===== src/hw/rtl/itc_pkg.sv =====
// shared types and constants for the interval timer channel
`timescale 1ns / 1ps
`default_nettype none

package itc_pkg;

    // function codes of one beat
    localparam logic [1:0] FUNC_CMD  = 2'd0;
    localparam logic [1:0] FUNC_DATA = 2'd1;
    localparam logic [1:0] FUNC_CLK  = 2'd2;

    // control word field masks
    localparam logic [7:0] CW_MODE_MASK = 8'b0000_0111;
    localparam logic [7:0] CW_ACC_MASK  = 8'b0000_0011;

    // access modes
    localparam logic [1:0] ACC_LATCH    = 2'd0;
    localparam logic [1:0] ACC_LSB_ONLY = 2'd1;
    localparam logic [1:0] ACC_MSB_ONLY = 2'd2;
    localparam logic [1:0] ACC_LSB_MSB  = 2'd3;

    // counter select of channel 0
    localparam logic [1:0] SEL_CH0 = 2'd0;

    // count modes
    localparam logic [2:0] MODE_INT_TC   = 3'd0;
    localparam logic [2:0] MODE_RATE_GEN = 3'd2;

    localparam int COUNT_W  = 16;
    localparam int RESULT_TICK_W = 32;

    typedef struct packed {
        logic [1:0] func;
        logic [7:0] wdata;
    } itc_req_t;

    typedef struct packed {
        logic                     irq_pulse;
        logic                     out_level;
        logic [COUNT_W-1:0]       count_now;
        logic [RESULT_TICK_W-1:0] tick_total;
    } itc_rsp_t;

endpackage

`default_nettype wire


===== src/hw/rtl/itc_core.sv =====
// timer channel state and the single-pass next-state and result logic
`timescale 1ns / 1ps
`default_nettype none

module itc_core #(
    parameter int TICK_COUNT_WIDTH = 32
) (
    input  wire logic             clk,
    input  wire logic             rst_n,
    input  wire logic             en,
    input  wire itc_pkg::itc_req_t req,
    output itc_pkg::itc_rsp_t     rsp
);
    import itc_pkg::*;

    logic [2:0]                  count_mode_reg, count_mode_next;
    logic [1:0]                  access_mode_reg, access_mode_next;
    logic                        expect_high_reg, expect_high_next;
    logic [7:0]                  low_hold_reg, low_hold_next;
    logic [COUNT_W-1:0]          reload_reg, reload_next;
    logic [COUNT_W-1:0]          ce_reg, ce_next;
    logic                        pending_reg, pending_next;
    logic                        running_reg, running_next;
    logic                        pin_reg, pin_next;
    logic [TICK_COUNT_WIDTH-1:0] tick_reg, tick_next;

    logic [1:0]         cw_sel;
    logic [1:0]         cw_acc;
    logic [2:0]         cw_mode;
    logic               written;
    logic [COUNT_W-1:0] ce_dec;
    logic               rose;
    logic [63:0]        tick_wide;

    assign cw_sel  = req.wdata[7:6];
    assign cw_acc  = 2'(req.wdata >> 4) & CW_ACC_MASK[1:0];
    assign cw_mode = 3'(req.wdata >> 1) & CW_MODE_MASK[2:0];
    assign ce_dec  = ce_reg - COUNT_W'(1);

    always_comb
    begin
        count_mode_next  = count_mode_reg;
        access_mode_next = access_mode_reg;
        expect_high_next = expect_high_reg;
        low_hold_next    = low_hold_reg;
        reload_next      = reload_reg;
        ce_next          = ce_reg;
        pending_next     = pending_reg;
        running_next     = running_reg;
        pin_next         = pin_reg;
        written          = 1'b0;

        unique case (req.func)
            FUNC_CMD:
            begin
                if (cw_sel == SEL_CH0 && cw_acc != ACC_LATCH)
                begin
                    access_mode_next = cw_acc;
                    count_mode_next  = cw_mode;
                    expect_high_next = 1'b0;
                    running_next     = 1'b0;
                    pending_next     = 1'b0;
                    pin_next         = (cw_mode != MODE_INT_TC);
                end
            end
            FUNC_DATA:
            begin
                priority if (access_mode_reg == ACC_LSB_ONLY)
                begin
                    reload_next = {8'h00, req.wdata};
                    written     = 1'b1;
                end
                else if (access_mode_reg == ACC_MSB_ONLY)
                begin
                    reload_next = {req.wdata, 8'h00};
                    written     = 1'b1;
                end
                else if (!expect_high_reg)
                begin
                    low_hold_next    = req.wdata;
                    expect_high_next = 1'b1;
                    if (count_mode_reg == MODE_INT_TC)
                    begin
                        running_next = 1'b0;
                    end
                end
                else
                begin
                    reload_next      = {req.wdata, low_hold_reg};
                    expect_high_next = 1'b0;
                    written          = 1'b1;
                end

                if (written)
                begin
                    if (count_mode_reg == MODE_INT_TC)
                    begin
                        pin_next     = 1'b0;
                        running_next = 1'b0;
                        pending_next = 1'b1;
                    end
                    else if (count_mode_reg == MODE_RATE_GEN && !running_reg)
                    begin
                        pending_next = 1'b1;
                    end
                end
            end
            FUNC_CLK:
            begin
                if (count_mode_reg == MODE_INT_TC || count_mode_reg == MODE_RATE_GEN)
                begin
                    priority if (pending_reg)
                    begin
                        ce_next      = reload_reg;
                        pending_next = 1'b0;
                        running_next = 1'b1;
                    end
                    else if (running_reg)
                    begin
                        if (count_mode_reg == MODE_INT_TC)
                        begin
                            ce_next = ce_dec;
                            if (ce_dec == '0)
                            begin
                                pin_next = 1'b1;
                            end
                        end
                        else
                        begin
                            priority if (!pin_reg)
                            begin
                                pin_next = 1'b1;
                                ce_next  = reload_reg;
                            end
                            else if (ce_reg == COUNT_W'(1))
                            begin
                                pin_next = 1'b0;
                            end
                            else
                            begin
                                ce_next = ce_dec;
                                if (ce_dec == COUNT_W'(1))
                                begin
                                    pin_next = 1'b0;
                                end
                            end
                        end
                    end
                end
            end
            default:
            begin
            end
        endcase
    end

    assign rose      = !pin_reg && pin_next;
    assign tick_next = tick_reg + TICK_COUNT_WIDTH'(rose);
    assign tick_wide = 64'(tick_next);

    assign rsp.irq_pulse  = rose;
    assign rsp.out_level  = pin_next;
    assign rsp.count_now  = ce_next;
    assign rsp.tick_total = tick_wide[RESULT_TICK_W-1:0];

    always_ff @(posedge clk or negedge rst_n)
    begin
        if (!rst_n)
        begin
            count_mode_reg  <= MODE_INT_TC;
            access_mode_reg <= ACC_LSB_MSB;
            expect_high_reg <= 1'b0;
            low_hold_reg    <= '0;
            reload_reg      <= '0;
            ce_reg          <= '0;
            pending_reg     <= 1'b0;
            running_reg     <= 1'b0;
            pin_reg         <= 1'b1;
            tick_reg        <= '0;
        end
        else if (en)
        begin
            count_mode_reg  <= count_mode_next;
            access_mode_reg <= access_mode_next;
            expect_high_reg <= expect_high_next;
            low_hold_reg    <= low_hold_next;
            reload_reg      <= reload_next;
            ce_reg          <= ce_next;
            pending_reg     <= pending_next;
            running_reg     <= running_next;
            pin_reg         <= pin_next;
            tick_reg        <= tick_next;
        end
    end

endmodule

`default_nettype wire


===== src/hw/rtl/interval_timer_channel_unit.sv =====
// top level of the interval timer channel: beat registers around the timer core
//
// usage
//   req channel (req_valid/req_ready/req): one beat per command-port write,
//   data-port write or input clock pulse, selected by req.func
//   rsp channel (rsp_valid/rsp_ready/rsp): one beat per request beat, in order,
//   carrying the interrupt edge, output level, counting element and tick total
//   throughput: one beat per cycle while rsp_ready stays high, set by the
//   single-pass next-state logic of the core between the request register and
//   the response register
//   stall: while rsp is held, the request register still takes one more beat;
//   req_ready drops only when both registers are full and rsp_ready is low
//   reset: both registers empty, timer stopped with output high, access mode
//   low then high byte, tick total zero
//
`timescale 1ns / 1ps
`default_nettype none

module interval_timer_channel_unit #(
    parameter int TICK_COUNT_WIDTH = 32
) (
    input  wire logic              clk,
    input  wire logic              rst_n,
    input  wire logic              req_valid,
    output logic                   req_ready,
    input  wire itc_pkg::itc_req_t req,
    output logic                   rsp_valid,
    input  wire logic              rsp_ready,
    output itc_pkg::itc_rsp_t      rsp
);
    import itc_pkg::*;

    logic     in_vld_reg;
    itc_req_t in_data_reg;
    logic     out_vld_reg;
    itc_rsp_t out_data_reg;
    itc_rsp_t core_rsp;
    logic     advance;

    assign advance   = in_vld_reg && (!out_vld_reg || rsp_ready);
    assign req_ready = !in_vld_reg || advance;
    assign rsp_valid = out_vld_reg;
    assign rsp       = out_data_reg;

    itc_core #(
        .TICK_COUNT_WIDTH(TICK_COUNT_WIDTH)
    ) u_core (
        .clk  (clk),
        .rst_n(rst_n),
        .en   (advance),
        .req  (in_data_reg),
        .rsp  (core_rsp)
    );

    always_ff @(posedge clk or negedge rst_n)
    begin
        if (!rst_n)
        begin
            in_vld_reg  <= 1'b0;
            out_vld_reg <= 1'b0;
        end
        else
        begin
            if (req_ready)
            begin
                in_vld_reg <= req_valid;
            end
            if (advance)
            begin
                out_vld_reg <= 1'b1;
            end
            else if (rsp_ready)
            begin
                out_vld_reg <= 1'b0;
            end
        end
    end

    always_ff @(posedge clk)
    begin
        if (req_valid && req_ready)
        begin
            in_data_reg <= req;
        end
        if (advance)
        begin
            out_data_reg <= core_rsp;
        end
    end

    // an interrupt edge always leaves the output high
    a_irq_high: assert property (@(posedge clk) disable iff (!rst_n)
        out_vld_reg && out_data_reg.irq_pulse |-> out_data_reg.out_level)
        else $error("irq beat with output low");

    // back-pressure only when both beat registers are full and held
    a_ready_low: assert property (@(posedge clk) disable iff (!rst_n)
        !req_ready |-> in_vld_reg && out_vld_reg && !rsp_ready)
        else $error("request stalled without a full pipeline");

    // a beat leaving the request register lands in the response register
    a_advance: assert property (@(posedge clk) disable iff (!rst_n)
        advance |=> out_vld_reg)
        else $error("advanced beat lost");

endmodule

`default_nettype wire


===== config.mk =====
export PLATFORM = sky130hd
export DESIGN_NAME = interval_timer_channel_unit
export DESIGN_NICKNAME = d
export VERILOG_FILES = /design/src/hw/rtl/itc_pkg.sv /design/src/hw/rtl/itc_core.sv /design/src/hw/rtl/interval_timer_channel_unit.sv
export SDC_FILE = /design/constraint.sdc
export NUM_CORES = 1
export LEC_CHECK = 0
export BUFFER_PORTS_ARGS = -buffer_cell sky130_fd_sc_hd__buf_2
export CAP_MARGIN = 0
export CORE_MARGIN = 1
export CORE_UTILIZATION = 30
export DETAILED_ROUTE_END_ITERATION = 8
export PLACE_DENSITY = 0.53
export SLEW_MARGIN = 20
export SYNTH_ARGS = -nofsm -noshare
export SYNTH_HDL_FRONTEND = slang
export SYNTH_SLANG_ARGS = --single-unit

===== constraint.sdc =====
create_clock -name clk -period 4 [get_ports clk]
set_input_delay 1.2 -clock clk [delete_from_list [all_inputs] [get_ports clk]]
set_output_delay 1.2 -clock clk [all_outputs]
set_load 0.05 [all_outputs]

==> out/qor.yml <==
status: "complete, no violations"
die_h_um: 155.5
path_class: "reg -> reg"
syn_inst: 628
ys_seq_area_share_pct: 54.93
worstRegToRegCells: 14
core_area_mm2: 0.02285
whs_path_depth: 2
ys_ff_latch: 143
critical_path_required_ns: 4.34
clk_pin_slew_ns: 0.06
powerDensity_mw_per_mm2: 662.2
num_antenna_cells: 0
path_max_fanout: 9
regArea_mm2: 0.003882
finalWeightedCongestion: 0.9102
antenna_left: 0
synth_area_leaders: "dfrtp_1, edfxtp_1, xnor2_1, xor2_1, nand2_1"
clock_sinks: 143
multi_input_area_mm2: 0.003063
r2r-start: "u_core.ce_reg[8]$_DFFE_PN0P_"
relSlewSlack_pct: 36.15
synthFlopType: "dfrtp_1"
route.detailed.drc: 0
clock.fmax_mhz: 258.8
yosysTopAreaCell: "dfrtp_1"
tightestPinTransition_ns: 0.9551
worst_hold_slack_ns: 0.4836
synth_edf_count: 60
firstDrtPassIters: 5
ys_types: 68
fin_cells: 1034
start_util_pct: 30.94
syn_area_per_cell_um2: 11.25
fin_skew_ns: 0.01121
grt_pass1_vias: 4847
layout.nets: 734
peakVddDrop_uv: 217.5
synth_warnings: 0
track_usage_pct: 13.85
first_iter_violations: 418
crit_arrival_ns: 4.21
area_growth_pct: 21.77
root_buffer: "clkbuf_16"
htreeDepth: 4
hold_start: "u_core.reload_reg[13]$_DFFE_PN0P_"
dp.cells: 999
port-buffer-count: 65
largest_reg_flops: 50
period_share_pct: 96.61
grt_overflow: 0
postSynth.asyncResetShare_pct: 58.04
drive_gt1_share_pct: 26.21
place_hpwl_um: 11040
period_needed_ns: 3.864
die_area_mm2: 0.02418
setup_viol: 0
cp-startpoint: "u_core.ce_reg[8]$_DFFE_PN0P_"
hold_class: "reg -> reg"
vias: 4977
cts_tree: "done"
grt_max_degree: 85
final-max-slew-violation-count: 0
fill_cells: 2321
reg2reg_slack_ns: 0.14
routed_via_density: 4.813
cts_made_buffers: 17
syn_area_mm2: 0.007068
clk_latency_ns: 0.42
p_leak_uw: 0.003583
synth_top_area_share_pct: 28.32
worstSetupEndpointType: "register"
synth_nets: 654
antenna_found_initial: 0
rows: 55
grt_pass1_wl_um: 26100
ios: 66
clock_path_buffers: 2
startpoint_type: "register"
routed_wl_um: 16040
cap_violations: 0
wl_per_cell_um: 15.51
hold_viol_final: 0
die-width_um: 155.5
==> worst max-delay path, stage by stage, from the launching register on <==
cell and delay, ns:
dfrtp_1 0.54, nor4_4 0.52, o2111ai_1 0.24, a32oi_2 0.30, nor4_1 0.09, a21o_1 0.22
a211oi_2 0.30, ha_2 0.23, ha_2 0.20, and3_4 0.19, and3_1 0.23, and4_4 0.27
nand2_1 0.12, nor3_2 0.17, xor2_1 0.15
==> layout make-up <==
type	count	share of cell area (%)
Multi-Input combinational cell	432	35.59
Clock inverter	10	1.861
Sequential cell	143	45.11
Timing Repair Buffer	97	6.745
Tap cell	313	4.550
Inverter	17	0.7559
Clock buffer	22	5.393
==> synthesized netlist by cell type (9+ instances only) <==
cell type	count
a22oi_1	11
a21oi_1	20
xnor2_1	42
nand2b_1	14
a221oi_2	9
dfrtp_1	80
edfxtp_1	60
mux2_2	11
nor3_1	12
o21ai_0	25
xor2_1	32
nand4_1	11
inv_1	17
nor2_1	52
ha_1	12
nand2_1	59
nand3_1	19
clkbuf_1	20
==> cells in the final DEF (no fill, tap or decap), types with 14 or more instances in the layout <==
cell type  instances
clkbuf_16         17
xnor2_1           41
buf_4             32
edfxtp_1          60
o21ai_0           24
nand3_1           18
xor2_1            32
inv_1             16
nand2b_1          14
a21oi_1           19
nor2_1            50
nand2_1           59
buf_2             64
dfrtp_1           80
==> final timing paths <==
path | end
worst max-delay path | u_core.tick_reg[30]$_DFFE_PN0P_
worst min-delay path | u_core.reload_reg[13]$_DFFE_PN0P_
worst max register to register | u_core.tick_reg[30]$_DFFE_PN0P_
worst min register to register | u_core.reload_reg[13]$_DFFE_PN0P_
max in group asynchronous | u_core.tick_reg[22]$_DFFE_PN0P_
min in group asynchronous | u_core.reload_reg[5]$_DFFE_PN0P_
==> report_power, final <==
group          internal (µW)  switching [µW]  total (µW)
sequential              1900             346        2250
combinational            652            1130        1780
clock                   1070             596        1670
total                   3630            2070        5700
==> what timing repair did <==
action | CTS | global route
gates cloned | 0 | 0
resized for setup | 3 | 22
hold buffers | 0 | 0
buffers inserted | 0 | 3
endpoints found under the setup margin | 13 | 26
pin swaps | 0 | 6
==> metrics by stage <==
step / worst slack, ns / utilization [%] / total power (µW) / area (µm²) / TNS (ns)
2_1_floorplan: 0.08073 / - / 3487 / 7073 / 0
3_3_place_gp: 0.01818 / 34.35 / 3990 / 7848 / 0
3_5_place_dp: -0.09804 / 34.35 / 3991 / 7848 / -0.2685
4_1_cts: 0.08720 / 37.15 / 5698 / 8488 / 0
5_1_grt: -0.03333 / 37.67 / 6006 / 8607 / -0.04061
6_report: 0.1357 / 37.67 / 5700 / 8607 / 0
==> logic make-up (layout without fill, tap and decap cells) <==
family                   Yosys count  count (layout)  synth area share [%]
AND/OR/NAND/NOR                  212             212                 15.72
XOR/XNOR                          74              74                 9.170
multiplexers                      13              13                 2.036
adder cells (fa/ha/maj)           12              12                 2.124
buffers and inverters             53             146                 3.399
flip-flops                       143             143                 54.93
AO/OA/AOI/OAI                    121             121                 12.62
==> per-layer routing <==
metal / up-vias / GRT usage [%] / share of wire, %
met4: 0 / 4.715 / 1.1
met2: 126 / 20.31 / 44
li1: 2414 / - / -
met3: 11 / 2.730 / 4.4
met1: 2426 / 20.24 / 51
met5: - / 0 / 0
Note: power is estimated with default switching activity, not from simulation.
